$ cat src/hw/rtl/lddiv_pkg.sv
`default_nettype none

package lddiv_pkg;

  // Width of the payload ports; the arithmetic width is a parameter of the top level.
  localparam int unsigned WORD_WIDTH = 64;

  // Commands from the controller to the datapath. At most one is high in a cycle.
  typedef struct packed {
    logic load;       // capture a new word and take operand magnitudes
    logic norm_step;  // shift the divisor left by one place
    logic div_step;   // one restoring shift-subtract step
    logic commit;     // apply signs and write the output registers
  } cmd_t;

  // Status from the datapath to the controller.
  typedef struct packed {
    logic den_zero;   // captured divisor was zero
    logic norm_done;  // divisor top bit set or divisor no longer below dividend
    logic div_last;   // the current step is the final quotient bit
  } status_t;

endpackage

`default_nettype wire

$ cat src/hw/rtl/long_division_divider.sv
// Flow: a word accepted with divisor shift count k (0 to DATA_WIDTH-1) goes through load,
// normalization, the restoring steps and the sign fix; a zero divisor skips the restoring steps.
// The single shared shift-subtract unit first normalizes the divisor and then makes one quotient
// bit a cycle; a new word is accepted only once the previous one has left the sign fix.
// A result still stalled at the output holds the next word in its sign fix.
// Reset: synchronous, active high; clears the controller state and the result valid flag.
`default_nettype none

module long_division_divider #(
  parameter int unsigned DATA_WIDTH = 64
) (
  input  wire logic                             clk,
  input  wire logic                             rst,
  input  wire logic                             req_valid,
  output logic                                  req_stall,
  input  wire logic                             req_type,
  input  wire logic [lddiv_pkg::WORD_WIDTH-1:0] dividend,
  input  wire logic [lddiv_pkg::WORD_WIDTH-1:0] divisor,
  output logic                                  rsp_valid,
  input  wire logic                             rsp_stall,
  output logic      [lddiv_pkg::WORD_WIDTH-1:0] quotient,
  output logic      [lddiv_pkg::WORD_WIDTH-1:0] remainder,
  output logic                                  divide_by_zero
);

  // The controller walks one word through load, normalization, the restoring steps and
  // the sign fix. The datapath holds the working dividend, divisor, quotient and step
  // count. Only bits below DATA_WIDTH of the operands are used; result bits above are zero.
  // The output register is separate from the working registers, so a new word is taken
  // while the previous result still waits for the receiver.

  lddiv_pkg::cmd_t    cmd;
  lddiv_pkg::status_t status;

  lddiv_ctrl u_ctrl (
    .clk       (clk),
    .rst       (rst),
    .req_valid (req_valid),
    .req_stall (req_stall),
    .rsp_valid (rsp_valid),
    .rsp_stall (rsp_stall),
    .cmd       (cmd),
    .status    (status)
  );

  lddiv_datapath #(
    .DATA_WIDTH (DATA_WIDTH)
  ) u_datapath (
    .clk            (clk),
    .cmd            (cmd),
    .status         (status),
    .req_type       (req_type),
    .dividend       (dividend),
    .divisor        (divisor),
    .quotient       (quotient),
    .remainder      (remainder),
    .divide_by_zero (divide_by_zero)
  );

  // The controller never issues two datapath commands in the same cycle.
  assert property (@(posedge clk) disable iff (rst)
    $onehot0({cmd.load, cmd.norm_step, cmd.div_step, cmd.commit}))
    else $error("more than one datapath command at once");

  // An accepted word keeps the input side closed on the following cycle.
  assert property (@(posedge clk) disable iff (rst)
    (req_valid && !req_stall) |=> req_stall)
    else $error("input reopened right after accepting a word");

  // A commit always leaves a valid result in the output register.
  assert property (@(posedge clk) disable iff (rst)
    cmd.commit |=> rsp_valid)
    else $error("committed result not presented");

  // A zero divisor result carries zero quotient and remainder.
  assert property (@(posedge clk) disable iff (rst)
    (rsp_valid && divide_by_zero) |-> (quotient == '0 && remainder == '0))
    else $error("divide by zero result not cleared");

endmodule

`default_nettype wire

$ cat src/hw/rtl/lddiv_datapath.sv
`default_nettype none

module lddiv_datapath #(
  parameter int unsigned DATA_WIDTH = 64
) (
  input  wire logic                                  clk,
  input  wire lddiv_pkg::cmd_t                       cmd,
  output lddiv_pkg::status_t                         status,
  input  wire logic                                  req_type,
  input  wire logic [lddiv_pkg::WORD_WIDTH-1:0]      dividend,
  input  wire logic [lddiv_pkg::WORD_WIDTH-1:0]      divisor,
  output logic      [lddiv_pkg::WORD_WIDTH-1:0]      quotient,
  output logic      [lddiv_pkg::WORD_WIDTH-1:0]      remainder,
  output logic                                       divide_by_zero
);

  localparam int unsigned CW = $clog2(DATA_WIDTH);

  logic [DATA_WIDTH-1:0] num;
  logic [DATA_WIDTH-1:0] den;
  logic [DATA_WIDTH-1:0] quo;
  logic [CW-1:0]         cnt;
  logic                  dz;
  logic                  neg_q;
  logic                  neg_r;

  logic [DATA_WIDTH-1:0] a_in;
  logic [DATA_WIDTH-1:0] b_in;
  logic                  a_neg;
  logic                  b_neg;
  logic                  ge;
  logic [DATA_WIDTH-1:0] q_fix;
  logic [DATA_WIDTH-1:0] r_fix;

  logic [DATA_WIDTH-1:0] q_out;
  logic [DATA_WIDTH-1:0] r_out;

  assign a_in  = dividend[DATA_WIDTH-1:0];
  assign b_in  = divisor[DATA_WIDTH-1:0];
  assign a_neg = req_type & a_in[DATA_WIDTH-1];
  assign b_neg = req_type & b_in[DATA_WIDTH-1];

  assign ge    = (den <= num);
  assign q_fix = neg_q ? (~quo + DATA_WIDTH'(1)) : quo;
  assign r_fix = neg_r ? (~num + DATA_WIDTH'(1)) : num;

  assign status.den_zero  = dz;
  assign status.norm_done = den[DATA_WIDTH-1] | (den >= num);
  assign status.div_last  = (cnt == '0);

  always_ff @(posedge clk) begin
    if (cmd.load) begin
      num   <= a_neg ? (~a_in + DATA_WIDTH'(1)) : a_in;
      den   <= b_neg ? (~b_in + DATA_WIDTH'(1)) : b_in;
      quo   <= '0;
      cnt   <= '0;
      dz    <= (b_in == '0);
      neg_q <= a_neg ^ b_neg;
      neg_r <= a_neg;
    end else if (cmd.norm_step) begin
      den <= {den[DATA_WIDTH-2:0], 1'b0};
      cnt <= cnt + CW'(1);
    end else if (cmd.div_step) begin
      quo <= {quo[DATA_WIDTH-2:0], ge};
      if (ge) begin
        num <= num - den;
      end
      den <= {1'b0, den[DATA_WIDTH-1:1]};
      cnt <= cnt - CW'(1);
    end
  end

  // Output registers hold a finished word while the datapath works on the next one.
  always_ff @(posedge clk) begin
    if (cmd.commit) begin
      q_out          <= dz ? '0 : q_fix;
      r_out          <= dz ? '0 : r_fix;
      divide_by_zero <= dz;
    end
  end

  always_comb begin
    quotient                   = '0;
    remainder                  = '0;
    quotient[DATA_WIDTH-1:0]   = q_out;
    remainder[DATA_WIDTH-1:0]  = r_out;
  end

endmodule

`default_nettype wire

$ cat src/hw/rtl/lddiv_ctrl.sv
`default_nettype none

module lddiv_ctrl (
  input  wire logic               clk,
  input  wire logic               rst,
  input  wire logic               req_valid,
  output logic                    req_stall,
  output logic                    rsp_valid,
  input  wire logic               rsp_stall,
  output lddiv_pkg::cmd_t         cmd,
  input  wire lddiv_pkg::status_t status
);

  localparam logic [1:0] ST_IDLE = 2'd0;
  localparam logic [1:0] ST_NORM = 2'd1;
  localparam logic [1:0] ST_DIV  = 2'd2;
  localparam logic [1:0] ST_FIX  = 2'd3;

  logic [1:0] state;
  logic [1:0] state_next;
  logic       rsp_valid_next;

  assign req_stall = (state != ST_IDLE);

  always_comb begin
    state_next = state;
    cmd        = '0;
    unique case (state)
      ST_IDLE: begin
        if (req_valid) begin
          cmd.load   = 1'b1;
          state_next = ST_NORM;
        end
      end
      ST_NORM: begin
        if (status.den_zero) begin
          state_next = ST_FIX;
        end else if (status.norm_done) begin
          state_next = ST_DIV;
        end else begin
          cmd.norm_step = 1'b1;
        end
      end
      ST_DIV: begin
        cmd.div_step = 1'b1;
        if (status.div_last) begin
          state_next = ST_FIX;
        end
      end
      ST_FIX: begin
        // The output register is free when empty or being taken this cycle.
        if (!rsp_valid || !rsp_stall) begin
          cmd.commit = 1'b1;
          state_next = ST_IDLE;
        end
      end
      default: begin
        state_next = ST_IDLE;
      end
    endcase
  end

  assign rsp_valid_next = cmd.commit | (rsp_valid & rsp_stall);

  always_ff @(posedge clk) begin
    if (rst) begin
      state     <= ST_IDLE;
      rsp_valid <= 1'b0;
    end else begin
      state     <= state_next;
      rsp_valid <= rsp_valid_next;
    end
  end

endmodule

`default_nettype wire
$ cat config.mk
export PLATFORM = sky130hd
export DESIGN_NAME = long_division_divider
export DESIGN_NICKNAME = d
export VERILOG_FILES = /design/src/hw/rtl/lddiv_pkg.sv /design/src/hw/rtl/long_division_divider.sv /design/src/hw/rtl/lddiv_datapath.sv /design/src/hw/rtl/lddiv_ctrl.sv
export SDC_FILE = /design/constraint.sdc
export NUM_CORES = 1
export LEC_CHECK = 0
export BUFFER_PORTS_ARGS = -buffer_cell sky130_fd_sc_hd__clkbuf_2
export CAP_MARGIN = 10
export CORE_ASPECT_RATIO = 0.9
export CORE_MARGIN = 1
export CORE_UTILIZATION = 55
export DETAILED_ROUTE_END_ITERATION = 10
export GPL_TIMING_DRIVEN = 0
export PLACE_DENSITY = 0.76
export SYNTH_ARGS = -nofsm -noshare
export SYNTH_HDL_FRONTEND = slang
export SYNTH_SLANG_ARGS = --single-unit
$ cat constraint.sdc
create_clock -name clk -period 18.9 [get_ports clk]
set_input_delay 4.725 -clock clk [delete_from_list [all_inputs] [get_ports clk]]
set_output_delay 4.725 -clock clk [all_outputs]
set_load 0.02 [all_outputs]
# ---- Word level (Yosys, flattened, before mapping)
# Cells that the tools add are included.
# Widths: inputs -> output; s select.
dict set report classes {
  n_lt_le_gt_ge 2
  muxes 27
  n_bitwise 11
  n_addsub 7
  n_eq_ne 8
  reduce_logical 14
}
# op count
set op_table {}
lappend op_table {{$mux 64} 11}
lappend op_table {{$add 64x1->64 const B} 4}
lappend op_table {{$not 64->64} 4}
lappend op_table {{$ge 64x64->1} 1}
lappend op_table {{$le 64x64->1} 1}
lappend op_table {{$logic_not 64->1} 1}
lappend op_table {{$sub 64x64->64} 1}
lappend op_table {{$mux 6} 2}
lappend op_table {{$mux 2} 5}
lappend op_table {{$mux 1} 8}
lappend op_table {{$pmux 2 s4} 1}
lappend op_table {{$reduce_bool 2->1} 4}
lappend op_table {{$add 6x1->6 const B} 1}
lappend op_table {{$logic_not 6->1} 1}
lappend op_table {{$sub 6x1->6 const B} 1}
lappend op_table {{$eq 2x2->1 const B} 2}
lappend op_table {{$ne 2x1->1 const B} 2}
lappend op_table {{$ne 2x2->1 const B} 2}
lappend op_table {{$reduce_and 4->1} 1}
lappend op_table {{$and 1x1->1} 3}
lappend op_table {{$ne 3x2->1 const B} 1}
lappend op_table {{$reduce_and 3->1} 1}
lappend op_table {{$reduce_bool 3->1} 1}
lappend op_table {{$eq 2x1->1 const B} 1}
lappend op_table {{7 further kinds} 9}
dict set report word_totals {
  ff_bits 333
  word_cells 81
  out_inout_bits 131
  inputBits 133
}

# ---- Longest topological paths before layout
dict set report depth {
  word_depth 7
  ltp_mapped 23
  mapped_depth_nobuf 21
}

# ---- By module
# A second synthesis with hierarchy kept.
dict set report hier_totals {
  cells_unflattened 2599
  area_unflattened_um2 22681.8
}
# mod seq_area_each_um2 cells_per_inst area_per_inst_um2 instances
set by_module_without_submodules {}
lappend by_module_without_submodules {lddiv_datapath 9208.8 2570 22402.7 1}
lappend by_module_without_submodules {lddiv_ctrl 60.1 29 279.0 1}

# ---- Worst setup path before layout
# Ideal clock, no wire load.
dict set report synth_timing {
  path_kind {input-to-reg}
  start {in rsp_stall}
  end {reg u_datapath.divide_by_zero (enable)}
  setup_ns 0.813
  setup_slack_ns 4.038
  stages 1
  path_buffers 0
  arrival_ns 14.049
  required_time_ns 18.087
  path_cell_list {a21boi_0}
}
dict set report synth_between {
  elab_chain_len 4
}
# item line_no
set synth_lines {}
lappend synth_lines {{from (decl)} long_division_divider.sv:20} ;# input wire logic rsp_stall,
lappend synth_lines {{$logic_not 1->1} lddiv_ctrl.sv:52} ;# if (!rsp_valid || !rsp_stall) begin
lappend synth_lines {{$logic_or 1x1->1} lddiv_ctrl.sv:52}
lappend synth_lines {{$mux 1} lddiv_ctrl.sv:52}
lappend synth_lines {{$mux 1} lddiv_ctrl.sv:28} ;# unique case (state)
lappend synth_lines {{to (signal assigned)} lddiv_datapath.sv:78} ;# divide_by_zero <= dz;
lappend synth_lines {{to (decl)} lddiv_datapath.sv:14} ;# output logic divide_by_zero
# No other way between the ends.
# A chain may end at the register's enable or synchronous reset.

# ---- Worst setup path after layout
dict set report layout_timing {
  start {in divisor[12] (netlist bit)}
  end {reg u_datapath.dz, data pin}
}
dict set report layout_between {
  elab_chain_len 1
}
# item line_no
set layout_lines {}
lappend layout_lines {{from (decl)} long_division_divider.sv:18} ;# input wire logic [lddiv_pkg::WORD_WIDTH-1:0] divisor,
lappend layout_lines {{$logic_not 64->1} lddiv_datapath.sv:57} ;# dz <= (b_in == '0);
lappend layout_lines {{to (signal assigned)} lddiv_datapath.sv:57}
lappend layout_lines {{to (decl)} lddiv_datapath.sv:23} ;# logic dz;
# No other way between the ends.

==> metrics.txt <==
CP startpoint kind primary input; fmax 0.118 GHz; Initial Util 56.4%; placed standard-cell area 24,600 um^2; setup violators final 0; top-count cell post-synth nor2_1; mux share of post-synthesis cell area 0.667%; Final GP Congestion 0.997; CP cell instances clkbuf_2 > nor4_1 > nand3b_1 > or4_1 > nor4b_1 > nand3_1 > nor2b_1 > nand2_1 > nor3_1; Synth top cells by count 301 x nor2_1, 296 x nand2_1, 260 x edfxtp_1; initial antenna violation count 3; Core Rows 69; initial DRC count 2,046; largest net degree at the start of global routing 65; crit-path leading delay family simple AND/OR/NAND/NOR gates; post-CTS sizing 0; full die area 41,700 um^2; vias 20,763; cell depth of the worst setup path 9; pins over their slew limit 0; worst clock skew 23.0 ps; cell taking the most area after synthesis edfxtp_1; Gate power share 55.6%; Syn Area/Cell 8.65 um^2; Synthesis Warnings 0; routed wire length 73,300 um; Reg clk slew, reported paths 60 ps; global-route wire length before repair 111,000 um; met3 Use GR 4.60%; Power Total 4.71 mW; DP Cell Count 3,401; Net Switching 2.26 mW; Post-synth top flop edfxtp_1; number of global-route vias before repair 19,315; Synth area leaders edfxtp_1 35%, xor2_1 7.5%, dfxtp_1 6.5%; DP HPWL 58,200 um; non-filler cells, final 3,469; TNS Setup 0 ps; Finished Cell Area 25,700 um^2; status finished, final reports clean; Crit path required time 19,180 ps; Synth top area share 34.7%; PwrDens 183 nW/um^2; area share of fa/ha/maj cells after synthesis 4.46%; GR peak layer met2; number of synthesized flops with an enable pin 260; Port Buffer Count 263; Detailed Routing Iterations Pass 1 6; Reg2Reg Setup Slack 11,610 ps; Hold Crit Depth 2; unrepaired setup endpoints after global routing false; die width 215 um; peak supply drop 0.0813 mV; switching part of the total 48.0%; Worst-Skew Late Latency 560 ps; Hold Buf Count CTS 0; wire per inst 21.1 um; worst path bufs/invs 1; simple-gate area share of the yosys netlist 18.1%; DRC viols 0; slowest library cell on the worst path nor4b_1; Pleak 10.3 nW; R2R depth 23; Root Driver clkbuf_16; setup bufs post-CTS 0; CORE AREA 39,900 um^2; largest family of logic cells by synthesized area compound AO/OA/AOI/OAI gates; M2 GR Usage 54.2%; area delta synth->final 14.3%; Setup Crit Path Kind in2reg; clock sinks 333; asr flop ratio synth 0%; CP Max Fanout 7; H-tree depth 2; antenna viol nets, final 0; Synth Area in Compound Gates 19.3%; Post-Syn Instances 2,602; Synth cell types 69; fin nets 3,119; Final min period 8440 ps; worst min path class reg2reg; Clock power frac 14.5%; met1 GRT Util 49.1%; Mapped Area 22,500 um^2; Max transition margin 17.7%; Post-Synth XOR/XNOR Area 11.9%; TritonCTS Buffers 36; share of cells above drive strength 1 12.0%; CTS tree done; synthesis-stage register bit count 333; Tcrit/Tclk final 44.7%; Internal 2.45 mW; Die Span Y 194 um; fillers 3,395; worst-margin pin slew 1230 ps; Clock Path Buffers 3; CP Data Arrival Time 8720 ps; syn nets 2,814; CP max stage delay 1020 ps; Seq pwr share 29.9%; max_cap viols 0; hold slack 502 ps; I/O pin cnt 264; Hold Vio Cnt, Final 0; Avg Vias per Cell 5.99; CP Capture Type flop; grt total ovfl 0; Seq/Total Area, Yosys 41.2%; All-Layer GR Usage 34.5%
layer usage:
| layer | up-vias | wire length, um |
|---|---|---|
| li1 | 9981 | - |
| met1 | 9706 | 32200 |
| met2 | 966 | 32700 |
| met3 | 110 | 6340 |
| met4 | 0 | 2000 |
| met5 | - | 0 |
area by class of cell:
cell class / instances / area (um^2) / share of cell area [%]
Sequential cell: 333 / 9270 / 36.0
Buffer: 151 / 582 / 2.26
Inverter: 107 / 402 / 1.56
Clock inverter: 13 / 131 / 0.511
Tap cell: 532 / 666 / 2.59
Multi-Input combinational cell: 2011 / 12300 / 47.7
Clock buffer: 52 / 981 / 3.81
Timing Repair Buffer: 267 / 1410 / 5.48
Antenna cell: 3 / 7.51 / 0.0292
cells by family after synthesis:
| group | after synthesis |
|---|---|
| AOI/OAI and AO/OA | 722 |
| xor gates and xnor gates | 306 |
| adders and majority gates | 79 |
| buffers and inverters | 258 |
| DFF | 333 |
| muxes | 15 |
| and+or+nand+nor | 889 |
sequential cells by signal (all words and copies together), names as in the netlist:
| signal | flops |
|---|---|
| u_datapath.dz | 1 |
| u_datapath.remainder | 64 |
| u_ctrl.rsp_valid | 1 |
| u_datapath.divide_by_zero | 1 |
| u_datapath.quotient | 64 |
| u_datapath.cnt | 6 |
| u_datapath.num | 64 |
| u_datapath.den | 64 |
| u_datapath.quo | 64 |
| u_datapath.neg_r | 1 |
| u_datapath.neg_q | 1 |
| u_ctrl.state | 2 |
power by group through the flow:
stage               clock (mW)  combinational [mW]  sequential (mW)
floorplan                    0                1.80             1.34
global placement             0                2.50             1.43
detailed placement           0                2.53             1.41
CTS                      0.689                2.55             1.39
global route             0.713                2.86             1.42
finish                   0.685                2.62             1.41
worst reg2reg max path: cells and delay by family, from the launching register on:
family / cells / cell delay [ps]
AO/OA/AOI/OAI: 10 / 3670
adder cells (fa/ha/maj): 3 / 1120
buffers and inverters: 4 / 1020
AND/OR/NAND/NOR: 6 / 980
flip-flops: 1 / 370
through the flow:
step                      util (%)  setup WS (ps)
final                         64.5          10460
after global routing          64.5          10200
after CTS                     64.5          10590
after detailed placement      61.7          10010
after global placement        61.4           1460
after floorplan                  -           4040
path summary, 6_finish.rpt:
| path | from | to |
|---|---|---|
| max reg2reg | u_datapath.num[0]$_DFFE_PP_ | u_datapath.cnt[5]$_SDFFE_PP0P_ |
| min reg2reg | u_datapath.quo[5]$_SDFFE_PP0P_ | u_datapath.quo[6]$_SDFFE_PP0P_ |
| min | u_datapath.quo[5]$_SDFFE_PP0P_ | u_datapath.quo[6]$_SDFFE_PP0P_ |
| max | divisor[12] | u_datapath.dz$_DFFE_PP_ |
cells in the final DEF (no fill, tap or decap), drive strengths merged, types with 62 or more instances in the layout:
master	Yosys	routed
ha	77	77
dfxtp	73	73
xor2	192	192
clkbuf	138	453
a21oi	245	245
nor2	301	301
o31ai	66	66
o21ai	194	194
nor3	62	62
xnor2	114	114
inv	107	108
edfxtp	260	260
a31oi	66	66
nand2	296	296
Note: power is estimated with default switching activity, not from simulation.
